`src/rtl/core/hav_reduce_cell.sv`:
```
// One compare-subtract step of a modular angle reduction chain.
// Depends on nothing but its parameters.
`default_nettype none

module hav_reduce_cell #(
  parameter int W = 34,
  parameter logic [63:0] STEP = 64'd1
) (
  input  logic         clk,
  input  logic         en,
  input  logic [W-1:0] din,
  output logic [W-1:0] dout
);

  logic [63:0] x64;
  logic [63:0] diff;

  assign x64  = 64'(din);
  assign diff = x64 - STEP;

  always_ff @(posedge clk) begin
    if (en) begin
      dout <= (x64 >= STEP) ? W'(diff) : din;
    end
  end

endmodule

`default_nettype wire

```
`config.mk`:
```
export PLATFORM = sky130hd
export DESIGN_NAME = hav_reduce_cell
export DESIGN_NICKNAME = d
export VERILOG_FILES = /design/src/rtl/core/hav_reduce_cell.sv
export SDC_FILE = /design/constraint.sdc
export NUM_CORES = 1
export LEC_CHECK = 0
export ABC_AREA = 1
export BUFFER_PORTS_ARGS = -buffer_cell sky130_fd_sc_hd__buf_2
export CORE_MARGIN = 2
export CORE_UTILIZATION = 57
export DETAILED_ROUTE_END_ITERATION = 16
export PLACE_DENSITY = 0.9
export SYNTH_ARGS = -nofsm -noshare
export SYNTH_HDL_FRONTEND = slang
export SYNTH_SLANG_ARGS = --single-unit
```
`constraint.sdc`:
```
create_clock -name clk -period 3.7 [get_ports clk]
set_input_delay 0.74 -clock clk [delete_from_list [all_inputs] [get_ports clk]]
set_output_delay 0.74 -clock clk [all_outputs]
set_load 0.01 [all_outputs]
```
After elaboration in Yosys (flattened, before gate mapping) --
Cells that the tools add are included.
Word-level totals: bits in registers 34, bits of input ports 36, output and inout bits 34, word-level logic and storage cells 4
Operators by class: $add $sub $neg 1, magnitude comparators 1, muxes and demuxes 1
Operators by type and width (count):
- 34-bit by 1-bit >= comparator with 1-bit output, second input constant | 1
- 34-bit 2-to-1 mux | 1
- 34-bit by 1-bit subtractor with 34-bit output, second input constant | 1

Depth between registers and ports, before layout --
depth after elaboration 2, depth in mapped cells 11, gate-level depth less buffers 11

Worst setup path after synthesis --
Ideal clock, no wire load.
path kind input to register, start point in din[0], end point reg dout[32], data pin, setup time 250 ps, arrival 1875 ps, data required time 3450 ps, setup slack 1575 ps, cell stages on the path 9, buffers on the path 0, cells stage by stage inv_1 > ha_1 > nand2_1 > nor2_1 > nand2_1 > o21ai_0 > nand2_1 > nand2_1 > inv_1
On the way: longest elaborated chain between the ends 2, elaborated cells on any way between the ends 3, those cells by class add/sub (1); order compare (1); mux (1)
Ends and longest elaborated chain:
- start: declaration | line 11 | input logic [W-1:0] din,
- 34-bit by 1-bit subtractor with 34-bit output / 34-bit by 1-bit >= comparator with 1-bit output (equally long branches) | line 19, 23
- 34-bit 2-to-1 mux (*) | line 23 | dout <= (x64 >= STEP) ? W'(diff) : din;
- end signal: assignment | line 23
- end: declaration | line 12 | output logic [W-1:0] dout
Mark *: on every way between the ends. The rest lies on a longest branch, timed or not. A chain may end at the register's enable or synchronous reset.

Worst setup path in the final report --
Ends and elaborated chain as after synthesis.

==> results.cfg <==
[outcome]
status = finished, final reports clean

[timing]
max_freq_ghz = 0.4336
slew_headroom_pct = 48.94
setup_violations = 0
period_share_pct = 62.33
report.final.slew_viol_count = 0
post-route-min-period_ns = 2.306
tightest_slew_ns = 0.7658
hold_viol_final = 0
setup_tns_ns = 0
rsz0062_at_grt = false

[logic_synthesis]
synth_adder_area_share_pct = 1.021
synth_flop_cell = edfxtp_1
synth-seq-area-share_pct = 41.65
ys_async_sr_fraction_pct = 0
syn-instance-count = 350
synth_compound_area_share_pct = 1.633
syn-num-nets = 388
synthTopCellsByCount = 98 x nand2_1, 80 x nor2_1, 59 x inv_1
netlist.area_leader.share_pct = 41.65
synth_xor_area_share_pct = 5.360
yosys.area_share.simple_pct = 40.38
synth_area_mm2 = 0.002451
muxShareOfSynthArea_pct = 0
synth-seq-cells = 34
ys_warn_count = 0
yosysMostFrequentCell = nand2_1
synthTopCellsByArea = edfxtp_1 42%, nand2_1 15%, nor2_1 12%
synth-edff-count = 34
synth_largest_area_cell = edfxtp_1
syn_area_per_cell_um2 = 7.003
synth_top_family_by_area = simple AND/OR/NAND/NOR gates
ys_types = 18

[finish]
num-fill-cells = 322
syn2layout_area_growth_pct = 19.19
nets = 462
final_cells = 475
multi_input_area_mm2 = 0.001186
regMostFlops = dout
antenna_cells = 0
ff_latch_area_mm2 = 0.001021
largest_reg_flops = 34
drive_above_1_share_pct = 24.24
largestRegisters = dout: 34 flops

[power_and_ir_drop]
leakage_nw = 1.347
finalPower_mw = 0.9009
ir_worst_vdd_v = 0.0001896
power_per_cell_area_mw_per_mm2 = 308.3

[floorplan]
fp-row-count = 23
dieArea_mm2 = 0.004841
die_x_um = 69.58
fp.dieH_um = 69.58
pin_count = 70
core_mm2 = 0.004058
start_util_pct = 60.41

[clock_network]
ctsRootBufferMaster = clkbuf_8
cts_setup_buffers = 0
htree_levels = 2
cts_resized = 0
ctsHoldBuffers = 0
cts.clk_slew.worst_paths_ns = 0.08
cts_buffers = 5
clock-sinks = 34
cts_buffer_depth = 2
cts_tree = yes

[routing]
vias = 2466
wl_per_cell_um = 13.03
ant_nets = 0
drc = 0
wl_um = 6190
drtPass1Iterations = 5
via_per_inst = 5.192
drtIter0Drc = 296

[global_route]
first_global_vias = 2301
grt_max_degree = 35
grt_pass1_wl_um = 10070
grt-ovfl-total = 0
antenna_found_initial = 0
grtUsageTotal_pct = 26.02

[setup_path]
crit_required_ns = 3.76
cp-end-kind = flop
crit_path_start = din[0]
startpoint_type = input port
worstPathMaxFanout = 6
criticalPathCategory = input port to flop
worst_ep_arrival_time_ns = 2.36

[min_path]
min_from = din[4]
min_path_type = input port to flop

[placed_design]
portBuffers = 69
place_congestion = 0.9019
hpwl_um = 4822
dp_cells = 467

[run]
maxCapViolCount = 0
-- layout make-up --
type | instances | share of cell area (%)
sequential | 34 | 34.95
clock buffer | 5 | 2.355
clock inverter | 3 | 0.5567
timing repair buffer | 69 | 11.82
tap | 50 | 2.141
multi-input combinational | 255 | 40.60
inverter | 59 | 7.580
-- worst max-delay path, stage by stage --
cell and delay [ns]:
buf_2 0.12, inv_1 0.10, ha_1 0.31, nand2_1 0.17
nor2_1 0.34, nand2_1 0.22, o21ai_0 0.20, nand2_1 0.07
nand2_1 0.06, inv_1 0.04
-- layout by cell type, fill, tap and decap left out, drive strengths merged --
cell type	synthesis	routed
o21ai	8	8
nand4	8	8
edfxtp	34	34
buf	2	69
nand3	12	12
and2	1	1
nor2	103	103
xor2	2	2
clkinvlp	0	1
clkbuf	0	5
nor3	4	4
clkinv	0	2
xnor2	13	13
nand2	101	101
nand3b	1	1
ha	2	2
inv	59	59
-- worst paths after layout --
path	endpoint	slack [ns]	depth (start not counted)
max	dout[32]	1.39	10
min	dout[4]	0.77	3
-- logic make-up (layout without fill, tap and decap cells) --
logic type	Yosys count	after routing
simple gates	230	230
buf+inv	61	136
fa+ha+maj	2	2
xor+xnor	15	15
compound gates	8	8
flops	34	34
-- per-stage QoR --
stage	setup slack, ns	utilization, %	cell area, µm²	hold WS [ns]
floorplan	1.575	-	2451	0.8525
global route	1.246	72.00	2922	0.8095
CTS	1.424	72.00	2922	0.7736
global placement	1.169	69.90	2836	1.081
detailed placement	1.128	69.90	2836	1.068
finish	1.394	72.00	2922	0.7743
-- power breakdown --
| part | internal [mW] | switching [mW] | total [mW] |
|---|---|---|---|
| Combinational | 0.0622 | 0.101 | 0.163 |
| Sequential | 0.459 | 0.00660 | 0.466 |
| Clock | 0.129 | 0.143 | 0.272 |
-- layer usage --
metal / up-vias / share of wire, % / wire [µm] / GRT usage (%)
met4: 0 / 1.3 / 83 / 5.447
met5: - / 0 / 0 / 0
met3: 15 / 9.0 / 556 / 4.797
met1: 1097 / 38 / 2357 / 30.97
met2: 132 / 52 / 3192 / 48.61
li1: 1222 / - / - / -
No activity file was read; power rests on OpenSTA's default activity.
