[src/rtl/core/hav_pkg.sv]
// Shared types, constants and the arctangent table for the haversine pipeline.
// No dependencies; imported by hav_cordic_cell, hav_sqrt_cell and the top level.
`default_nettype none

package hav_pkg;

  // CORDIC datapath width (x, y, z), signed
  localparam int CW = 34;
  // square-root cell width (remainder and partial root)
  localparam int SQ_W = 62;

  localparam logic [63:0] ONE_Q30 = 64'd1 << 30;
  localparam logic [63:0] PI_Q30 = 64'd3373259426;
  localparam logic [63:0] HALF_PI_Q30 = 64'd1686629713;
  localparam logic [63:0] TWO_PI_Q30 = 64'd6746518852;
  localparam logic [63:0] PI_Q62 = 64'hC90FDAA22168C234;
  // round(pi/180 * 2^37)
  localparam logic [31:0] DEG_SCALE = 32'((((PI_Q62 >> 24) / 64'd180) + 64'd1) >> 1);
  localparam logic [63:0] CORDIC_GAIN_Q30 = 64'd652032874;
  localparam logic [29:0] DIST_MAX = 30'h3FFFFFFF;
  localparam logic [22:0] RADIUS_RESET = 23'd6371008;

  localparam logic [31:0] ATAN_HEAD [11] = '{
    32'd843314856, 32'd497837829, 32'd263043836, 32'd133525158, 32'd67021686,
    32'd33543515, 32'd16775850, 32'd8388437, 32'd4194282, 32'd2097149, 32'd1048575
  };

  typedef struct packed {
    logic signed [CW-1:0] x;
    logic signed [CW-1:0] y;
    logic signed [CW-1:0] z;
  } cordic_t;

  typedef struct packed {
    logic [SQ_W-1:0] v;
    logic [SQ_W-1:0] r;
  } sqrt_t;

  // floor(atan(2^-i) * 2^30)
  function automatic logic [31:0] atan_q30(input int i);
    logic [31:0] res;
    if (i < 11) begin
      res = ATAN_HEAD[i[3:0]];
    end else if (i < 30) begin
      res = (32'd1 << (30 - i)) - 32'd1;
    end else begin
      res = '0;
    end
    return res;
  endfunction

  // clamp to [0, 1.0] in Q30
  function automatic logic [30:0] clamp_unit(input logic signed [CW-1:0] v);
    logic [30:0] res;
    if (v < 0) begin
      res = '0;
    end else if (v > $signed(CW'(ONE_Q30))) begin
      res = 31'(ONE_Q30);
    end else begin
      res = 31'(v);
    end
    return res;
  endfunction

endpackage

`default_nettype wire

[src/rtl/core/hav_sqrt_cell.sv]
// One digit step of a restoring floor square root (one root bit per cell).
// Depends on hav_pkg (sqrt_t, SQ_W).
`default_nettype none

module hav_sqrt_cell #(
  parameter int SHIFT = 0
) (
  input  logic           clk,
  input  logic           en,
  input  hav_pkg::sqrt_t din,
  output hav_pkg::sqrt_t dout
);

  import hav_pkg::*;

  localparam logic [SQ_W-1:0] BIT = SQ_W'(1) << SHIFT;

  logic [SQ_W-1:0] trial;

  assign trial = din.r + BIT;

  always_ff @(posedge clk) begin
    if (en) begin
      if (din.v >= trial) begin
        dout.v <= din.v - trial;
        dout.r <= (din.r >> 1) + BIT;
      end else begin
        dout.v <= din.v;
        dout.r <= din.r >> 1;
      end
    end
  end

endmodule

`default_nettype wire

[config.mk]
export PLATFORM = sky130hd
export DESIGN_NAME = hav_sqrt_cell
export DESIGN_NICKNAME = d
export VERILOG_FILES = /design/src/rtl/core/hav_pkg.sv /design/src/rtl/core/hav_sqrt_cell.sv
export SDC_FILE = /design/constraint.sdc
export NUM_CORES = 1
export LEC_CHECK = 0
export BUFFER_PORTS_ARGS = -buffer_cell sky130_fd_sc_hd__buf_2
export CAP_MARGIN = 20
export CORE_ASPECT_RATIO = 0.7
export CORE_MARGIN = 2
export CORE_UTILIZATION = 40
export CTS_BUF_LIST = sky130_fd_sc_hd__clkbuf_8
export DETAILED_ROUTE_END_ITERATION = 16
export REMOVE_ABC_BUFFERS = 1
export SLEW_MARGIN = 20
export SYNTH_ARGS = -nofsm -noshare
export SYNTH_HDL_FRONTEND = slang
export SYNTH_SLANG_ARGS = --single-unit
[constraint.sdc]
create_clock -name clk -period 5.7 [get_ports clk]
set_clock_uncertainty 0.15 [all_clocks]
set_input_delay 0.57 -clock clk [delete_from_list [all_inputs] [get_ports clk]]
set_output_delay 0.57 -clock clk [all_outputs]
set_load 0.01 [all_outputs]
---- Yosys cells after proc, flatten, opt, wreduce, memory -nomap -nowiden ----
Cells that the tools add are included.
word-level totals
  bits in registers ....................... 124
  bits in latches ......................... 0
  bits in writable memories ............... 0
  ROM bits ................................ 0
  input port bits ......................... 126
  output and inout bits ................... 124
  word-level logic and storage cells ...... 8
  memories kept ........................... 0
operators by class
  $add $sub $neg .......................... 3
  multipliers ............................. 0
  div/mod/pow operators ................... 0
  order comparisons ....................... 1
  equal/unequal tests ..................... 0
  shift-type cells ........................ 0
  muxes and demuxes ....................... 1
  bitwise logic cells ..................... 0
  reduce and logical (&&, ||, !) cells .... 0
operators by type and width
  cell                                                              count
  124-bit 2-to-1 mux                                                1
  61-bit by 1-bit adder with 62-bit output (second input constant)  1
  62-bit by 1-bit adder with 62-bit output (second input constant)  1
  62-bit greater-or-equal comparator                                1
  62-bit subtractor                                                 1

---- Logic depth before layout (Yosys ltp) ----
  word-level depth ........................ 3
  depth in mapped cells ................... 25
  depth with buffers taken out ............ 21

---- Least setup slack after synthesis ----
No wires, ideal clock.
  path kind ............................... input to register
  start ................................... in din[10] (netlist bit)
  end ..................................... reg dout[37] (netlist bit) (data pin)
  setup time .............................. 258 ps
  arrival ................................. 4837 ps
  path slack .............................. 456 ps
  stages .................................. 22
  buffers on the path ..................... 2
  cells stage by stage .................... buf_2 -> and4_1 -> and3_1 -> and2_1 -> nor2b_1 -> and4_1 -> nand4_1 -> nor3_1 -> nand2_1 -> xor2_1 -> ha_1 -> and4_1 -> nand2_1 -> or4_4 -> nor2_1 -> a221oi_2 -> o21ai_4 -> a21oi_4 -> buf_6 -> nor4_4 -> nand3_1 -> xnor2_1
on the way
  longest elaborated chain between the ends .. 3
RTL lines
  what                                      RTL line             RTL
  from (decl)                               hav_sqrt_cell.sv:10  input hav_pkg::sqrt_t din,
  62-bit by 1-bit adder with 62-bit output  hav_sqrt_cell.sv:20  assign trial = din.r + BIT;
  62-bit greater-or-equal comparator        hav_sqrt_cell.sv:24  if (din.v >= trial) begin
  124-bit 2-to-1 mux *                      hav_sqrt_cell.sv:24
  to (decl)                                 hav_sqrt_cell.sv:11  output hav_pkg::sqrt_t dout
Mark *: on every way between the ends. The rest lies on a longest branch, timed or not.
A chain may end at the register's enable or synchronous reset.

---- Worst setup path in the final report ----
  start ................................... in din[12] (netlist bit)
  end ..................................... reg dout[11] (netlist bit) (data pin)
The elaborated chain is that of the path after synthesis.

==> results.md <==
- Gr usage total: 28.3%
- Setup WS pre-CTS: 4.00 ps
- Cell variety after synth: a little over 70
- Pwr dens: 226 nW/um^2
- Post-synth EDFFs: 124
- Multi-input combinational cell area: between 6000 and 7000 um^2
- Critical path type: in -> reg
- Outcome: finished clean
- First-pass GRT wire length: 58300 um
- Critical path startpoint category: input pin
- FF/Latch Area: 3720 um^2
- Largest net degree at the start of global routing: 61
- Period minus WS final: ~5300 ps
- Largest Register: dout
- Buffer count from post-CTS setup fixing: 0
- Synthesized cell area: around 10000 um^2
- First drt pass iteration count: 5
- CTS resizes: 0
- Total gr overflow: 0
- Vias in the first global route: 9588
- Layout cells sized above 1: 25.4%
- Unrepaired setup endpoints after global routing: false
- Synth async-reset ratio: 0%
- Core area: 25600 um^2
- Initial antenna violation count: 3
- # hold bufs at CTS: 0
- Biggest regs: dout x124
- Worst slew pin tran: around 920 ps
- Final net count: between 1500 and 2000
- Clock sink count: approximately 120
- Final non-filler cell total: 1829
- CP Data Arrival Time: 5450 ps
- Crit path to: dout[11]$_DFFE_PP_
- Max-slew violations: 0
- Avg Cell Area, Syn: just under 9 um^2
- Leak pwr: 0.00526 uW
- Mean number of vias per cell: 5.70
- Largest register FFs: 124
- Rows: 49
- CTS tree: done
- Fillers: 2545
- H-tree levels: 4
- Residual DRC: 0
- CTS buffer count: 17
- Final GP Congestion: 0.977
- DRT antenna net count: 0
- Synth Instances: approximately 1200
- Max clock buf depth: 2
- DIE HEIGHT: 139 um
- Starting Density: between 40% and 50%
- Final instance area: 12900 um^2
- Max transition margin: 38.0%
- Top FF cell, synth: edfxtp_1
- Area grow syn2layout: 23.5%
- WL per Instance: between 20 and 25 um
- Final setup violation count: 0
- Routed via count: 10400
- Post-DP HPWL: 31900 um
- Worst Slack Setup Final: 364 ps
- Warnings from Yosys: 0
- Crit path launch: din[12]
- Total die area: 27400 um^2
- Clk slew on worst S/H paths: about 90 ps
- Final WL: just under 40000 um
- Fin crit share: 93.6%
- CP Max Fanout: 22
- Seq/Total Area, Yosys: 35.7%
- Cell total after placement: 1795
- Worst Path Required: about 5800 ps
- Max-cap violations: 0
- I/O Buffers: 249
- Placed Instance Area: 12500 um^2
- Initial DRC Count: around 1200
- Peak supply drop: 0.144 mV
- CTS Root Cell: clkbuf_8
- Yosys reg bits: 124
- Final hold violations: 0
- Die W: 197 um
- HP Class: in -> reg
- Worst setup EP type: flop
- Count of boundary I/O pins: 250
- Max Freq: 187 MHz
## cells by family after synthesis
| family | count (synthesis) | share of synthesized area (%) |
|---|---|---|
| xor+xnor | 177 | 14.9 |
| simple gates | 458 | 21.4 |
| flops | 124 | 35.7 |
| fa+ha+maj | 65 | 7.87 |
| compound gates | 279 | 16.6 |
| buf+inv | 77 | 3.10 |
| mux | 4 | 0.432 |
## through the flow
stage / hold WS, ps / util (%) / total power (uW) / setup TNS (ps)
5_1_grt: 239 / 50.2 / 3060 / 0
3_3_place_gp: 726 / 48.8 / 2140 / 0
4_1_cts: 205 / 50.2 / 2920 / 0
6_report: 232 / 50.2 / 2910 / 0
3_5_place_dp: 727 / 48.8 / 2140 / 0
2_1_floorplan: 532 / - / 1720 / -35520
## per-layer routing
layer  wire (um)  global-route usage, %  share of wire, %  vias to the layer above
met1       18900                   44.6                49                     4907
met4         471                   6.05               1.2                        0
met3        4050                   6.59                10                       40
met5           0                      0                 0                        -
met2       15600                   38.7                40                      547
li1            -                      -                 -                     4924
## cell usage after synthesis (all sizes together) (21+ instances only)
library cell    n  area (um^2)
a21o           27          203
a21oi          77          397
buf            21          111
clkbuf         32          121
edfxtp        124         3720
ha             64          801
inv            24         90.1
nand2         175          657
nand3          49          245
nand4          36          225
nor2           81          307
nor3           25          135
o21ai         101          517
xnor2         101          885
xor2           76          666
## where the power goes
| part | internal, uW | leakage [uW] | switching (uW) |
|---|---|---|---|
| Combinational | 378 | 0.00387 | 597 |
| Sequential | 1130 | 0.00121 | 31.3 |
| Clock | 378 | 0.000181 | 396 |
## critical path: stages
cell and delay, ps:
buf_2 120, and4_1 240, and3_1 230, and2_1 190, nor2b_1 170, and4_1 260, nand4_1 220, nor3_1 300
nand2_1 100, xor2_1 160, ha_1 290, buf_4 140, and4_1 220, nand2_1 70, or4_4 420, nor2_1 140
a221oi_2 110, o21ai_4 240, a21oi_4 150, buf_4 250, nor3_2 340, nand3_1 180, xnor2_1 300
## layout by cell type (no fill, tap or decap), types with 3 or more instances in the layout
| cell type | Yosys | routed |
|---|---|---|
| a211oi_1 | 11 | 11 |
| a21o_1 | 27 | 27 |
| a21oi_1 | 76 | 76 |
| a31oi_1 | 4 | 4 |
| and2_1 | 10 | 10 |
| and3_1 | 19 | 19 |
| and4_1 | 9 | 9 |
| buf_2 | 17 | 248 |
| buf_4 | 1 | 84 |
| clkbuf_8 | 0 | 17 |
| clkinvlp_4 | 0 | 4 |
| diode_2 | 0 | 3 |
| edfxtp_1 | 124 | 124 |
| ha_1 | 64 | 64 |
| inv_1 | 24 | 26 |
| mux2_2 | 4 | 4 |
| nand2_1 | 175 | 175 |
| nand2b_1 | 12 | 12 |
| nand3_1 | 49 | 49 |
| nand4_1 | 36 | 36 |
| nor2_1 | 80 | 80 |
| nor2b_1 | 10 | 10 |
| nor3_1 | 23 | 23 |
| nor4_1 | 12 | 12 |
| o211ai_1 | 5 | 5 |
| o21a_1 | 4 | 4 |
| o21ai_0 | 98 | 98 |
| o21bai_1 | 12 | 12 |
| o221ai_1 | 3 | 3 |
| o31ai_1 | 9 | 9 |
| o41ai_1 | 4 | 4 |
| or3_1 | 4 | 4 |
| xnor2_1 | 101 | 101 |
| xor2_1 | 76 | 76 |
## cell type report
cell class                 count  share of cell area, %
multi-input combinational    983                   49.6
inverter                      24                  0.700
timing repair buffer         333                   14.7
clock buffer                  17                   1.82
tap                          331                   3.22
sequential                   124                   28.9
clock inverter                14                   1.03
antenna                        3                 0.0583
## worst min-delay path by stage
stage,cells past startpoint,start,to,slack (ps)
after floorplan,0,en,dout[0]$_DFFE_PP_,530
after global placement,3,din[64],dout[64]$_DFFE_PP_,730
final,3,din[67],dout[67]$_DFFE_PP_,230
after detailed placement,3,din[67],dout[67]$_DFFE_PP_,730
after CTS,3,din[67],dout[67]$_DFFE_PP_,210
after global routing,3,din[64],dout[64]$_DFFE_PP_,240
Power figures use the tool's default switching activity.
