===== src/rtl/core/hav_pkg.sv =====
// Shared types, constants and the arctangent table for the haversine pipeline.
// No dependencies; imported by hav_cordic_cell, hav_sqrt_cell and the top level.
`default_nettype none

package hav_pkg;

  // CORDIC datapath width (x, y, z), signed
  localparam int CW = 34;
  // square-root cell width (remainder and partial root)
  localparam int SQ_W = 62;

  localparam logic [63:0] ONE_Q30 = 64'd1 << 30;
  localparam logic [63:0] PI_Q30 = 64'd3373259426;
  localparam logic [63:0] HALF_PI_Q30 = 64'd1686629713;
  localparam logic [63:0] TWO_PI_Q30 = 64'd6746518852;
  localparam logic [63:0] PI_Q62 = 64'hC90FDAA22168C234;
  // round(pi/180 * 2^37)
  localparam logic [31:0] DEG_SCALE = 32'((((PI_Q62 >> 24) / 64'd180) + 64'd1) >> 1);
  localparam logic [63:0] CORDIC_GAIN_Q30 = 64'd652032874;
  localparam logic [29:0] DIST_MAX = 30'h3FFFFFFF;
  localparam logic [22:0] RADIUS_RESET = 23'd6371008;

  localparam logic [31:0] ATAN_HEAD [11] = '{
    32'd843314856, 32'd497837829, 32'd263043836, 32'd133525158, 32'd67021686,
    32'd33543515, 32'd16775850, 32'd8388437, 32'd4194282, 32'd2097149, 32'd1048575
  };

  typedef struct packed {
    logic signed [CW-1:0] x;
    logic signed [CW-1:0] y;
    logic signed [CW-1:0] z;
  } cordic_t;

  typedef struct packed {
    logic [SQ_W-1:0] v;
    logic [SQ_W-1:0] r;
  } sqrt_t;

  // floor(atan(2^-i) * 2^30)
  function automatic logic [31:0] atan_q30(input int i);
    logic [31:0] res;
    if (i < 11) begin
      res = ATAN_HEAD[i[3:0]];
    end else if (i < 30) begin
      res = (32'd1 << (30 - i)) - 32'd1;
    end else begin
      res = '0;
    end
    return res;
  endfunction

  // clamp to [0, 1.0] in Q30
  function automatic logic [30:0] clamp_unit(input logic signed [CW-1:0] v);
    logic [30:0] res;
    if (v < 0) begin
      res = '0;
    end else if (v > $signed(CW'(ONE_Q30))) begin
      res = 31'(ONE_Q30);
    end else begin
      res = 31'(v);
    end
    return res;
  endfunction

endpackage

`default_nettype wire


===== src/rtl/core/hav_cordic_cell.sv =====
// One CORDIC micro-rotation, rotation or vectoring mode, registered.
// Depends on hav_pkg (cordic_t, atan_q30).
`default_nettype none

module hav_cordic_cell #(
  parameter int STAGE  = 0,
  parameter bit VECTOR = 1'b0
) (
  input  logic             clk,
  input  logic             en,
  input  hav_pkg::cordic_t din,
  output hav_pkg::cordic_t dout
);

  import hav_pkg::*;

  logic signed [CW-1:0] xs;
  logic signed [CW-1:0] ys;
  logic signed [CW-1:0] at;
  logic                 ccw;

  assign xs  = $signed(din.x) >>> STAGE;
  assign ys  = $signed(din.y) >>> STAGE;
  assign at  = $signed(CW'(atan_q30(STAGE)));
  // vectoring drives y toward zero, rotation drives z toward zero
  assign ccw = VECTOR ? !($signed(din.y) > 0) : ($signed(din.z) >= 0);

  always_ff @(posedge clk) begin
    if (en) begin
      if (ccw) begin
        dout.x <= din.x - ys;
        dout.y <= din.y + xs;
        dout.z <= din.z - at;
      end else begin
        dout.x <= din.x + ys;
        dout.y <= din.y - xs;
        dout.z <= din.z + at;
      end
    end
  end

endmodule

`default_nettype wire


===== config.mk =====
export PLATFORM = sky130hd
export DESIGN_NAME = hav_cordic_cell
export DESIGN_NICKNAME = d
export VERILOG_FILES = /design/src/rtl/core/hav_pkg.sv /design/src/rtl/core/hav_cordic_cell.sv
export SDC_FILE = /design/constraint.sdc
export NUM_CORES = 1
export LEC_CHECK = 0
export ABC_AREA = 1
export BUFFER_PORTS_ARGS = -buffer_cell sky130_fd_sc_hd__buf_2
export CAP_MARGIN = 20
export CORE_MARGIN = 1.5
export CORE_UTILIZATION = 59
export DETAILED_ROUTE_END_ITERATION = 12
export PLACE_DENSITY = 0.92
export SYNTH_ARGS = -nofsm -noshare
export SYNTH_HDL_FRONTEND = slang
export SYNTH_SLANG_ARGS = --single-unit

===== constraint.sdc =====
create_clock -name clk -period 4.16 [get_ports clk]
set_clock_uncertainty 0.2 [all_clocks]
set_input_delay 0.208 -clock clk [delete_from_list [all_inputs] [get_ports clk]]
set_output_delay 0.208 -clock clk [all_outputs]
set_load 0.01 [all_outputs]

# Yosys cells after proc, flatten, opt, wreduce, memory -nomap -nowiden
# Index checks and enable logic that the tools add are counted.
# word_totals
in_bits,104
word_cells,10
out_inout_bits,102
reg_bits,102
# classes
n_lt_le_gt_ge,1
n_mux,1
add_sub_neg,5
# op_table
operator,count
102-bit 2-to-1 mux,1
34-bit subtractor,2
"34-bit by 31-bit adder with 34-bit output, second input constant",1
34-bit adder,1
"34-bit by 1-bit >= comparator with 1-bit output, second input constant",1
"34-bit by 31-bit subtractor with 34-bit output, second input constant",1

# Depth between registers and ports, before layout
# Gate-level depths: netlist of the first run.
# depth
ltp_word,2
depth_mapped,20
ltp_nobuf,18

# Least setup slack after synthesis of the first run
# No wires, ideal clock.
# synth_path
path_type,input to register
startpoint,in din[33] in the netlist's numbering
endpoint,reg dout[33] in the netlist's numbering (data pin)
n_path_buf,2
setup_time_ps,257
t_required_ps,3703
t_arrival_ps,2613
slack_ps,1090
cell_stages,18
cell_sequence,inv_1 ha_1 nand3_1 nor3_1 nand2_1 o21ai_2 inv_2 buf_2 buf_2 fa_1 o21ai_0 nand2_1 nand2_1 nand3_1 nand2_1 nand3b_1 nand2_1 xor2_1
# synth_between
elab_chain_cells,2
word_cells_on_any_way,4
cone_classes,add/sub (2); order compare (1); mux (1)
# synth_lines
element,line_no,source
from (decl),hav_cordic_cell.sv:11,"input hav_pkg::cordic_t din,"
34-bit by 31-bit adder with 34-bit output (tied with other cells),hav_cordic_cell.sv:37,dout.z <= din.z + at;
102-bit 2-to-1 mux *,hav_cordic_cell.sv:30,if (ccw) begin
to (decl),hav_cordic_cell.sv:12,output hav_pkg::cordic_t dout
# Mark *: on every way between the ends. The rest lies on a longest branch, timed or not.
# A chain may end at the register's enable or synchronous reset.

# Final worst setup path of the first run
# layout_path
startpoint,in din[0] in the netlist's numbering
endpoint,reg dout[29] in the netlist's numbering (data pin)
# Same word-level chain as after synthesis.

==> results of run 1 <==
-- cell families (layout without fill, tap and decap cells) --
group	after synthesis	after routing	synth area share [%]
compound gates	314	314	13.7
xor+xnor	58	58	4.19
fa+ha+maj	133	133	14.0
buf+inv	305	490	10.2
flops	101	101	25.0
simple gates	966	966	32.9
-- power by group through the flow --
| stage | clock [W] | sequential, W | combinational (W) |
|---|---|---|---|
| floorplan | 0 | 0.00146 | 0.00101 |
| global placement | 0 | 0.00138 | 0.00164 |
| detailed placement | 0 | 0.00139 | 0.00167 |
| CTS | 0.000898 | 0.00137 | 0.00168 |
| global route | 0.000933 | 0.00138 | 0.00189 |
| finish | 0.000901 | 0.00137 | 0.00173 |
-- cell type report --
class                      instances  area, um^2  area share, %
clock buffer                       9         225           1.65
inverter                         260         976           7.16
timing repair buffer             214        1110           8.12
clock inverter                     7        77.6          0.569
multi-input combinational       1471        7870           57.8
tap                              270         338           2.48
sequential                       101        3030           22.3
-- synthesized netlist by cell type, types with 2 or more instances --
cell      instances  area, um^2
nor2_1          192         721
o21ai_1          17        85.1
xnor2_1           6        52.6
or2_2             4        25.0
ha_1            129        1610
o21a_1            9        67.6
o21ai_0         104         521
a21boi_0          2        15.0
nor4_1            7        43.8
xor2_1           52         455
buf_4            11        82.6
o211ai_1          2        15.0
a21oi_1         155         776
a31oi_1           2        12.5
inv_1           259         972
edfxtp_1        101        3030
nand3b_1          5        37.5
nor2_2            2        12.5
nand3_1         169         846
buf_6             2        22.5
a21o_1            7        52.6
fa_1              4        80.1
clkbuf_1          2        7.51
nand2_1         532        2000
nor3_1           31         155
nand4_1          20         125
o21bai_1         13        97.6
buf_2            30         150
-- metrics by stage --
stage	area, um^2	instances
finish	13600	2332
global placement	13300	2312
detailed placement	13300	2312
CTS	13600	2332
global route	13600	2332
floorplan	12100	1877
-- routing by layer --
metal | vias to the layer above | GRT usage, %
met2 | 842 | 66.4
met3 | 181 | 4.72
met1 | 6058 | 47.0
met4 | 0 | 21.4
li1 | 6496 | -
met5 | - | 0
-- how the worst max path moves through the flow --
stage | end | slack (ns) | cells past startpoint
CTS | dout[29] | 0.38 | 15
global placement | dout[29] | 0.52 | 13
global route | dout[33] | 0.15 | 16
detailed placement | dout[29] | 0.45 | 14
finish | dout[29] | 0.37 | 15
floorplan | dout[33] | 1.09 | 18
-- what timing repair did --
| action | CTS | global route |
|---|---|---|
| hold buffers | 4 | 0 |
| setup buffers | 0 | 0 |
| endpoints found under the hold margin | 4 | 0 |
==> results.py, run 1 <==
metrics = {
    "power": {
        "p_leak_nw": 6.96,
        "p_comb_share_pct": 43.2,
        "switching_share_pct": 42.2,
        "ir_worst_vdd_mv": 0.196,
        "p_int_w": 0.00231,
        "p_clk_share_pct": 22.6,
        "p_per_area_nw_per_um2": 293,
        "seqPwrFrac_pct": 34.2,
        "switchingPower_w": 0.00168,
        "total_power_w": 0.00399,
    },
    "final_layout": {
        "largest_reg_flops": 101,
        "utilization_pct": 67.3,
        "top_register": "dout",
        "mostFrequentLayoutCells": "nand2_1, inv_1, buf_2",
        "top_regs": "dout: 101 flops",
        "drive_gt1_share_pct": 11.5,
        "n_fill_cell": 1829,
        "area_growth_pct": 12.3,
        "fin_nets": 2294,
        "n_antenna_cell": 0,
        "final_common_cell": "nand2_1",
    },
    "routing": {
        "wl_um": 41800,
        "drt-met1-wl_um": 16100,
        "wl_met3_um": 3750,
        "vias": 13600,
        "drt-initial-drc-count": 1379,
        "viasPerCell": 5.82,
        "met2_length_um": 19400,
        "topRoutingLayerUsed": "met4",
        "postRouteAntennaNets": 0,
        "drc_errors": 0,
        "wire_per_inst_um": 17.9,
        "first_pass_iters": 9,
    },
    "synthesis": {
        "ys_seq_area_share_pct": 25.0,
        "synth_edf_count": 101,
        "netlist_instances": 1877,
        "ys_ff_latch": 101,
        "synth_ff_type": "edfxtp_1",
        "synth.distinct_cells": 36,
        "netlist_area_um2": 12100,
        "synth_nets": 2114,
        "syn_area_per_cell_um2": 6.46,
        "synthArstFlopShare_pct": 0,
        "yosys_warnings": 0,
    },
    "placement": {
        "portBuffers": 205,
        "globalplace.congestion": 0.999,
        "dp_slack_ns": 0.445,
        "dp_hpwl_um": 34400,
    },
    "hold_path": {
        "hold_path.class": "input pin to flip-flop",
        "hold_start": "din[68]",
        "hold_path_end": "dout[68]",
        "worstHoldPathCells": 3,
    },
    "sta": {
        "timing.final.hold_violations": 0,
        "post-route-period-util_pct": 91.2,
        "maxSlewViolCount": 0,
        "worstMarginPinSlew_ns": 0.774,
        "fin_tns_setup_ns": 0,
        "rsz0062_at_grt": "false",
        "max-slew-margin-rel_pct": 48.4,
        "finalCriticalPeriod_ns": 3.79,
        "clock.fmax_ghz": 0.264,
        "holdWs_ns": 0.0449,
        "setup_violations": 0,
        "finalWorstSetupSlack_ns": 0.368,
    },
    "floorplanning": {
        "die_h_um": 146,
        "start_util_pct": 60.0,
        "die_w_um": 146,
        "rows": 52,
        "pin_count": 206,
        "die_area_um2": 21400,
        "core-area_um2": 20200,
    },
    "global_route": {
        "grt-ovfl-total": 0,
        "grt_use_total_pct": 38.6,
        "antenna_found_initial": 0,
        "grt_pass1_wl_um": 64700,
        "grt_max_degree": 69,
        "grt_pass1_vias": 13100,
    },
    "worst_setup_path": {
        "slowest_stage": "dlygate4sd3_1",
        "path_cells": "dlygate4sd3_1, buf_2, nor4_1, nand3_1, o21ai_4, inv_2, ha_1, nand2_1, o21ai_0, nand2_1, nand2_1, a21o_1, nand3_1, nand4_1, nand2_1",
        "critPathMaxFanout": 16,
        "path_delay_family": "simple AND/OR/NAND/NOR gates",
        "startpoint": "din[0]",
        "worstPathArrival_ns": 3.73,
        "endpoint_kind": "flip-flop",
        "worst_setup_path_start_kind": "input pin",
        "crit_top_cell": "nand2_1",
        "worst-path-buf-inv": 3,
        "critPathKind": "input pin to flip-flop",
        "worst_ep_required_time_ns": 4.10,
        "max_stage_delay_ns": 0.53,
    },
    "clocking": {
        "clockBufferDepth": 2,
        "clock_sinks": 101,
        "cts_buffers": 9,
        "path_clk_slew_ns": 0.08,
        "htree_num_levels": 3,
        "cts-root-buf": "clkbuf_16",
        "cts_tree": "done",
        "ctsResizeCount": 0,
    },
    "flow_run": {
        "drv_cap": 0,
    },
    "run_status": {
        "status": "finished clean",
    },
}
Power figures use the tool's default switching activity.
==> inputs of run 2 (changes only) <==
--- a/config.mk
+++ b/config.mk
@@ -11,7 +11,7 @@
 export CORE_MARGIN = 1.5
 export CORE_UTILIZATION = 59
 export DETAILED_ROUTE_END_ITERATION = 12
-export PLACE_DENSITY = 0.92
+export PLACE_DENSITY_LB_ADDON = 0.25
 export SYNTH_ARGS = -nofsm -noshare
 export SYNTH_HDL_FRONTEND = slang
 export SYNTH_SLANG_ARGS = --single-unit
==> constraint.sdc (replaced) <==
create_clock -name clk -period 4.16 [get_ports clk]
set_clock_uncertainty 0.2 [all_clocks]
set_input_delay 0.832 -clock clk [delete_from_list [all_inputs] [get_ports clk]]
set_output_delay 0.832 -clock clk [all_outputs]
set_load 0.01 [all_outputs]
==> results.py, run 2 (same netlist as run 1, synthesis figures left out) <==
metrics = {
    "floorplanning": {
        "die_w_um": 146,
        "pin_count": 206,
        "rows": 52,
        "die_h_um": 146,
        "start_util_pct": 60.0,
        "core-area_um2": 20200,
        "die_area_um2": 21400,
    },
    "sta": {
        "clock.fmax_ghz": 0.272,
        "worstMarginPinSlew_ns": 0.758,
        "post-route-period-util_pct": 88.3,
        "fin_tns_setup_ns": 0,
        "maxSlewViolCount": 0,
        "timing.final.hold_violations": 0,
        "rsz0062_at_grt": "false",
        "finalCriticalPeriod_ns": 3.67,
        "max-slew-margin-rel_pct": 49.5,
        "setup_violations": 0,
    },
    "clocking": {
        "cts_buffers": 9,
        "clockBufferDepth": 2,
        "cts-root-buf": "clkbuf_16",
        "htree_num_levels": 3,
        "ctsResizeCount": 0,
        "path_clk_slew_ns": 0.08,
        "post_cts_buffers": 0,
        "ctsHoldBuffers": 0,
        "cts_tree": "done",
        "clock_sinks": 101,
    },
    "final_layout": {
        "area_growth_pct": 12.3,
        "fin_nets": 2294,
        "utilization_pct": 67.4,
        "drive_gt1_share_pct": 11.7,
        "top_register": "dout",
        "top_regs": "dout: 101 flops",
        "largest_reg_flops": 101,
        "mostFrequentLayoutCells": "nand2_1, inv_1, buf_2",
        "final_common_cell": "nand2_1",
        "final_cells": 2333,
    },
    "routing": {
        "drc_errors": 0,
        "viasPerCell": 5.85,
        "drt-initial-drc-count": 1442,
        "wire_per_inst_um": 17.8,
        "postRouteAntennaNets": 0,
        "wl_um": 41600,
        "vias": 13700,
        "first_pass_iters": 6,
    },
    "placement": {
        "place_inst": 2316,
        "portBuffers": 205,
        "globalplace.congestion": 1.03,
        "dp_hpwl_um": 34300,
    },
    "worst_setup_path": {
        "slowest_stage": "ha_1",
        "critPathMaxFanout": 16,
        "path_cells": "buf_2, nor2_1, nand4_1, nor3_1, buf_4, nand2_1, o21ai_4, inv_2, ha_1, nand2_1, o21ai_0, nand2_1, nand2_1, nand3_1, nand2_1, nand3b_1, nand2_1, xor2_1",
        "worstPathArrival_ns": 3.60,
        "worst_ep_required_time_ns": 4.09,
        "crit_top_cell": "nand2_1",
        "endpoint_kind": "flip-flop",
        "worst_setup_path_start_kind": "input pin",
        "max_stage_delay_ns": 0.41,
        "critPathKind": "input pin to flip-flop",
    },
    "hold_path": {
        "hold_path.class": "input pin to flip-flop",
        "worstHoldPathCells": 1,
    },
    "run_status": {
        "status": "finished clean",
    },
    "global_route": {
        "grt_pass1_vias": 12600,
        "grt-ovfl-total": 0,
        "antenna_found_initial": 0,
        "grt_max_degree": 69,
        "grt_pass1_wl_um": 64000,
        "grt_use_total_pct": 38.4,
    },
    "power": {
        "p_leak_nw": 6.97,
        "ir_worst_vdd_mv": 0.207,
        "p_per_area_nw_per_um2": 298,
    },
    "flow_run": {
        "drv_cap": 0,
    },
}
run 2: changes by cell type in the layout (fill, tap and decap cells not counted):
cell and change:
clkinv_4 -1, buf_4 +4, clkinvlp_4 +1, clkinv_8 -1, diode_2 +1, bufinv_16 +1
dlygate4sd3_1 -4
run 2: routing by layer:
| layer | part of all wire, % | global-route usage [%] |
|---|---|---|
| met3 | 11 | 6.28 |
| met1 | 41 | 51.0 |
| met4 | 4.4 | 16.9 |
| met2 | 44 | 61.7 |
| met5 | 0 | 0 |
run 2: worst max-delay path: cells and delay by family:
family	cells	cell delay, ns
xor gates and xnor gates	1	0.07
and+or+nand+nor	11	1.28
adders and majority gates	1	0.41
buffers and inverters	3	0.47
AOI/OAI and AO/OA	2	0.54
run 2: worst paths after layout:
path	from	endpoint	slack, ns
worst max-delay path	din[10]	dout[33]	0.49
worst min-delay path	din[0]	dout[0]	0.45
run 2: where the power goes:
part | internal (W) | switching [W] | leakage, nW
registers | 0.00132 | 0.0000476 | 0.987
logic | 0.000562 | 0.00117 | 5.83
clock network | 0.000482 | 0.000475 | 0.147
total | 0.00236 | 0.00170 | 6.97
run 2: cell type report:
| cell class | count | area, um^2 |
|---|---|---|
| antenna | 1 | 2.50 |
| clock buffer | 9 | 225 |
| clock inverter | 7 | 90.1 |
| fill | 1857 | 6600 |
| inverter | 260 | 976 |
| multi-input combinational | 1471 | 7870 |
| sequential | 101 | 3030 |
| tap | 270 | 338 |
| timing repair buffer | 214 | 1100 |
run 2: through the flow:
| step | cell area (um^2) | hold WS (ns) | setup WS [ns] | total power, W |
|---|---|---|---|---|
| 2_1_floorplan | 12100 | 0.731 | 0.466 | 0.00247 |
| 4_1_cts | 13600 | 0.450 | 0.500 | 0.00400 |
| 3_5_place_dp | 13300 | 0.829 | 0.126 | 0.00307 |
| 6_report | 13600 | 0.447 | 0.486 | 0.00406 |
| 3_3_place_gp | 13300 | 0.829 | 0.180 | 0.00303 |
| 5_1_grt | 13600 | 0.451 | 0.261 | 0.00426 |
==> inputs of run 3 (changes only) <==
--- a/config.mk
+++ b/config.mk
@@ -9,9 +9,11 @@
 export BUFFER_PORTS_ARGS = -buffer_cell sky130_fd_sc_hd__buf_2
 export CAP_MARGIN = 20
 export CORE_MARGIN = 1.5
-export CORE_UTILIZATION = 59
+export CORE_UTILIZATION = 63
 export DETAILED_ROUTE_END_ITERATION = 12
+export MAX_ROUTING_LAYER = met4
 export PLACE_DENSITY_LB_ADDON = 0.25
+export SLEW_MARGIN = 15
 export SYNTH_ARGS = -nofsm -noshare
 export SYNTH_HDL_FRONTEND = slang
 export SYNTH_SLANG_ARGS = --single-unit
==> constraint.sdc (replaced) <==
create_clock -name clk -period 4.45 [get_ports clk]
set_clock_uncertainty 0.2 [all_clocks]
set_input_delay 0.89 -clock clk [delete_from_list [all_inputs] [get_ports clk]]
set_output_delay 0.89 -clock clk [all_outputs]
set_load 0.01 [all_outputs]
==> results.py, run 3 (same netlist as run 1, synthesis figures left out) <==
metrics = {
    "sta": {
        "post-route-period-util_pct": 89.7,
        "fin_tns_setup_ns": 0,
        "setup_violations": 0,
        "maxSlewViolCount": 0,
        "finalWorstSetupSlack_ns": 0.457,
        "timing.final.hold_violations": 0,
        "finalCriticalPeriod_ns": 3.99,
        "worstMarginPinSlew_ns": 1.06,
        "rsz0062_at_grt": "false",
        "max-slew-margin-rel_pct": 29.7,
        "clock.fmax_ghz": 0.250,
    },
    "final_layout": {
        "top_regs": "dout: 101 flops",
        "area_growth_pct": 12.0,
        "n_antenna_cell": 0,
        "final_common_cell": "nand2_1",
        "n_fill_cell": 1654,
        "mostFrequentLayoutCells": "nand2_1, inv_1, buf_2",
        "largest_reg_flops": 101,
        "drive_gt1_share_pct": 11.6,
        "top_register": "dout",
        "fin_nets": 2294,
    },
    "floorplanning": {
        "core-area_um2": 18800,
        "die_h_um": 142,
        "rows": 50,
        "pin_count": 206,
        "die_area_um2": 20100,
        "start_util_pct": 64.7,
        "die_w_um": 142,
    },
    "worst_setup_path": {
        "worst_setup_path_start_kind": "input pin",
        "worst-path-buf-inv": 3,
        "critPathMaxFanout": 17,
        "endpoint_kind": "flip-flop",
        "worst_ep_required_time_ns": 4.38,
        "critPathKind": "input pin to flip-flop",
        "max_stage_delay_ns": 0.40,
        "path_delay_family": "compound AO/OA/AOI/OAI gates",
        "crit_top_cell": "nand2_1",
        "slowest_stage": "ha_1",
        "worstPathArrival_ns": 3.92,
        "path_cells": "buf_2, inv_1, ha_1, nand3_1, nor3_1, nand2_1, o21ai_4, inv_2, ha_1, a21oi_1, o21ai_0, a21oi_1, o21ai_0, nor2_1, nand2_1, nand2_1, nand2_1",
    },
    "routing": {
        "viasPerCell": 6.02,
        "wire_per_inst_um": 17.7,
        "drt-initial-drc-count": 1606,
        "wl_um": 40700,
        "first_pass_iters": 6,
        "postRouteAntennaNets": 0,
        "drc_errors": 0,
        "vias": 13800,
    },
    "power": {
        "p_clk_share_pct": 24.3,
        "switchingPower_w": 0.00156,
        "p_comb_share_pct": 42.3,
        "p_int_w": 0.00226,
        "total_power_w": 0.00383,
        "p_per_area_nw_per_um2": 281,
        "ir_worst_vdd_mv": 0.192,
        "p_leak_nw": 6.98,
        "switching_share_pct": 40.8,
        "seqPwrFrac_pct": 33.4,
    },
    "clocking": {
        "clockBufferDepth": 2,
        "cts-root-buf": "clkbuf_16",
        "htree_num_levels": 3,
        "cts_buffers": 9,
        "clock_sinks": 101,
        "cts_tree": "done",
        "ctsResizeCount": 0,
        "post_cts_buffers": 0,
        "path_clk_slew_ns": 0.09,
        "ctsHoldBuffers": 0,
    },
    "global_route": {
        "grt_use_total_pct": 41.4,
        "grt_max_degree": 79,
        "grt_pass1_vias": 12600,
        "grt-ovfl-total": 0,
        "antenna_found_initial": 0,
        "grt_pass1_wl_um": 63400,
    },
    "placement": {
        "dp_hpwl_um": 33400,
        "portBuffers": 205,
        "globalplace.congestion": 1.10,
        "dp_slack_ns": 0.123,
    },
    "run_status": {
        "status": "finished clean",
    },
    "flow_run": {
        "drv_cap": 0,
    },
    "hold_path": {
        "hold_path.class": "input pin to flip-flop",
    },
}
## run 3: changes by cell type in the layout (fill, tap and decap cells not counted)
cell / delta
clkinv_8: -1
clkinvlp_4: -2
diode_2: -1
clkinv_1: +1
bufinv_16: +1
inv_6: +1
## run 3: layout make-up
cell class / instances / area (um^2) / area share [%]
clock buffer: 9 / 225 / 1.66
clock inverter: 7 / 101 / 0.746
inverter: 260 / 976 / 7.18
multi-input combinational: 1471 / 7870 / 57.9
sequential: 101 / 3030 / 22.3
tap: 234 / 293 / 2.15
timing repair buffer: 214 / 1100 / 8.06
## run 3: metrics by stage
step / utilization (%) / instances / hold WS, ns / instance area [um^2]
after floorplan: - / 1877 / 0.789 / 12100
after global placement: 70.7 / 2280 / 0.888 / 13300
after detailed placement: 70.7 / 2280 / 0.898 / 13300
after CTS: 72.4 / 2296 / 0.531 / 13600
after global routing: 72.4 / 2296 / 0.533 / 13600
final: 72.4 / 2296 / 0.538 / 13600
## run 3: final timing paths
path / start / endpoint / slack (ns) / cells after the start
hold / removal: din[2] / dout[2] / 0.54 / 1
setup / recovery: din[33] / dout[31] / 0.46 / 17
## run 3: power by group through the flow
stage | Sequential, W | Combinational [W] | Clock, W
after floorplan | 0.00137 | 0.000944 | 0
after global placement | 0.00129 | 0.00153 | 0
after detailed placement | 0.00130 | 0.00156 | 0
after CTS | 0.00128 | 0.00157 | 0.000928
after global routing | 0.00129 | 0.00177 | 0.000962
final | 0.00128 | 0.00162 | 0.000929
## run 3: routing by layer
metal / up-vias / share of wire [%] / global-route usage (%)
li1: 6499 / - / -
met1: 6257 / 39 / 52.6
met2: 939 / 45 / 66.5
met3: 124 / 12 / 7.05
met4: 0 / 4.0 / 15.5
met5: - / 0 / -
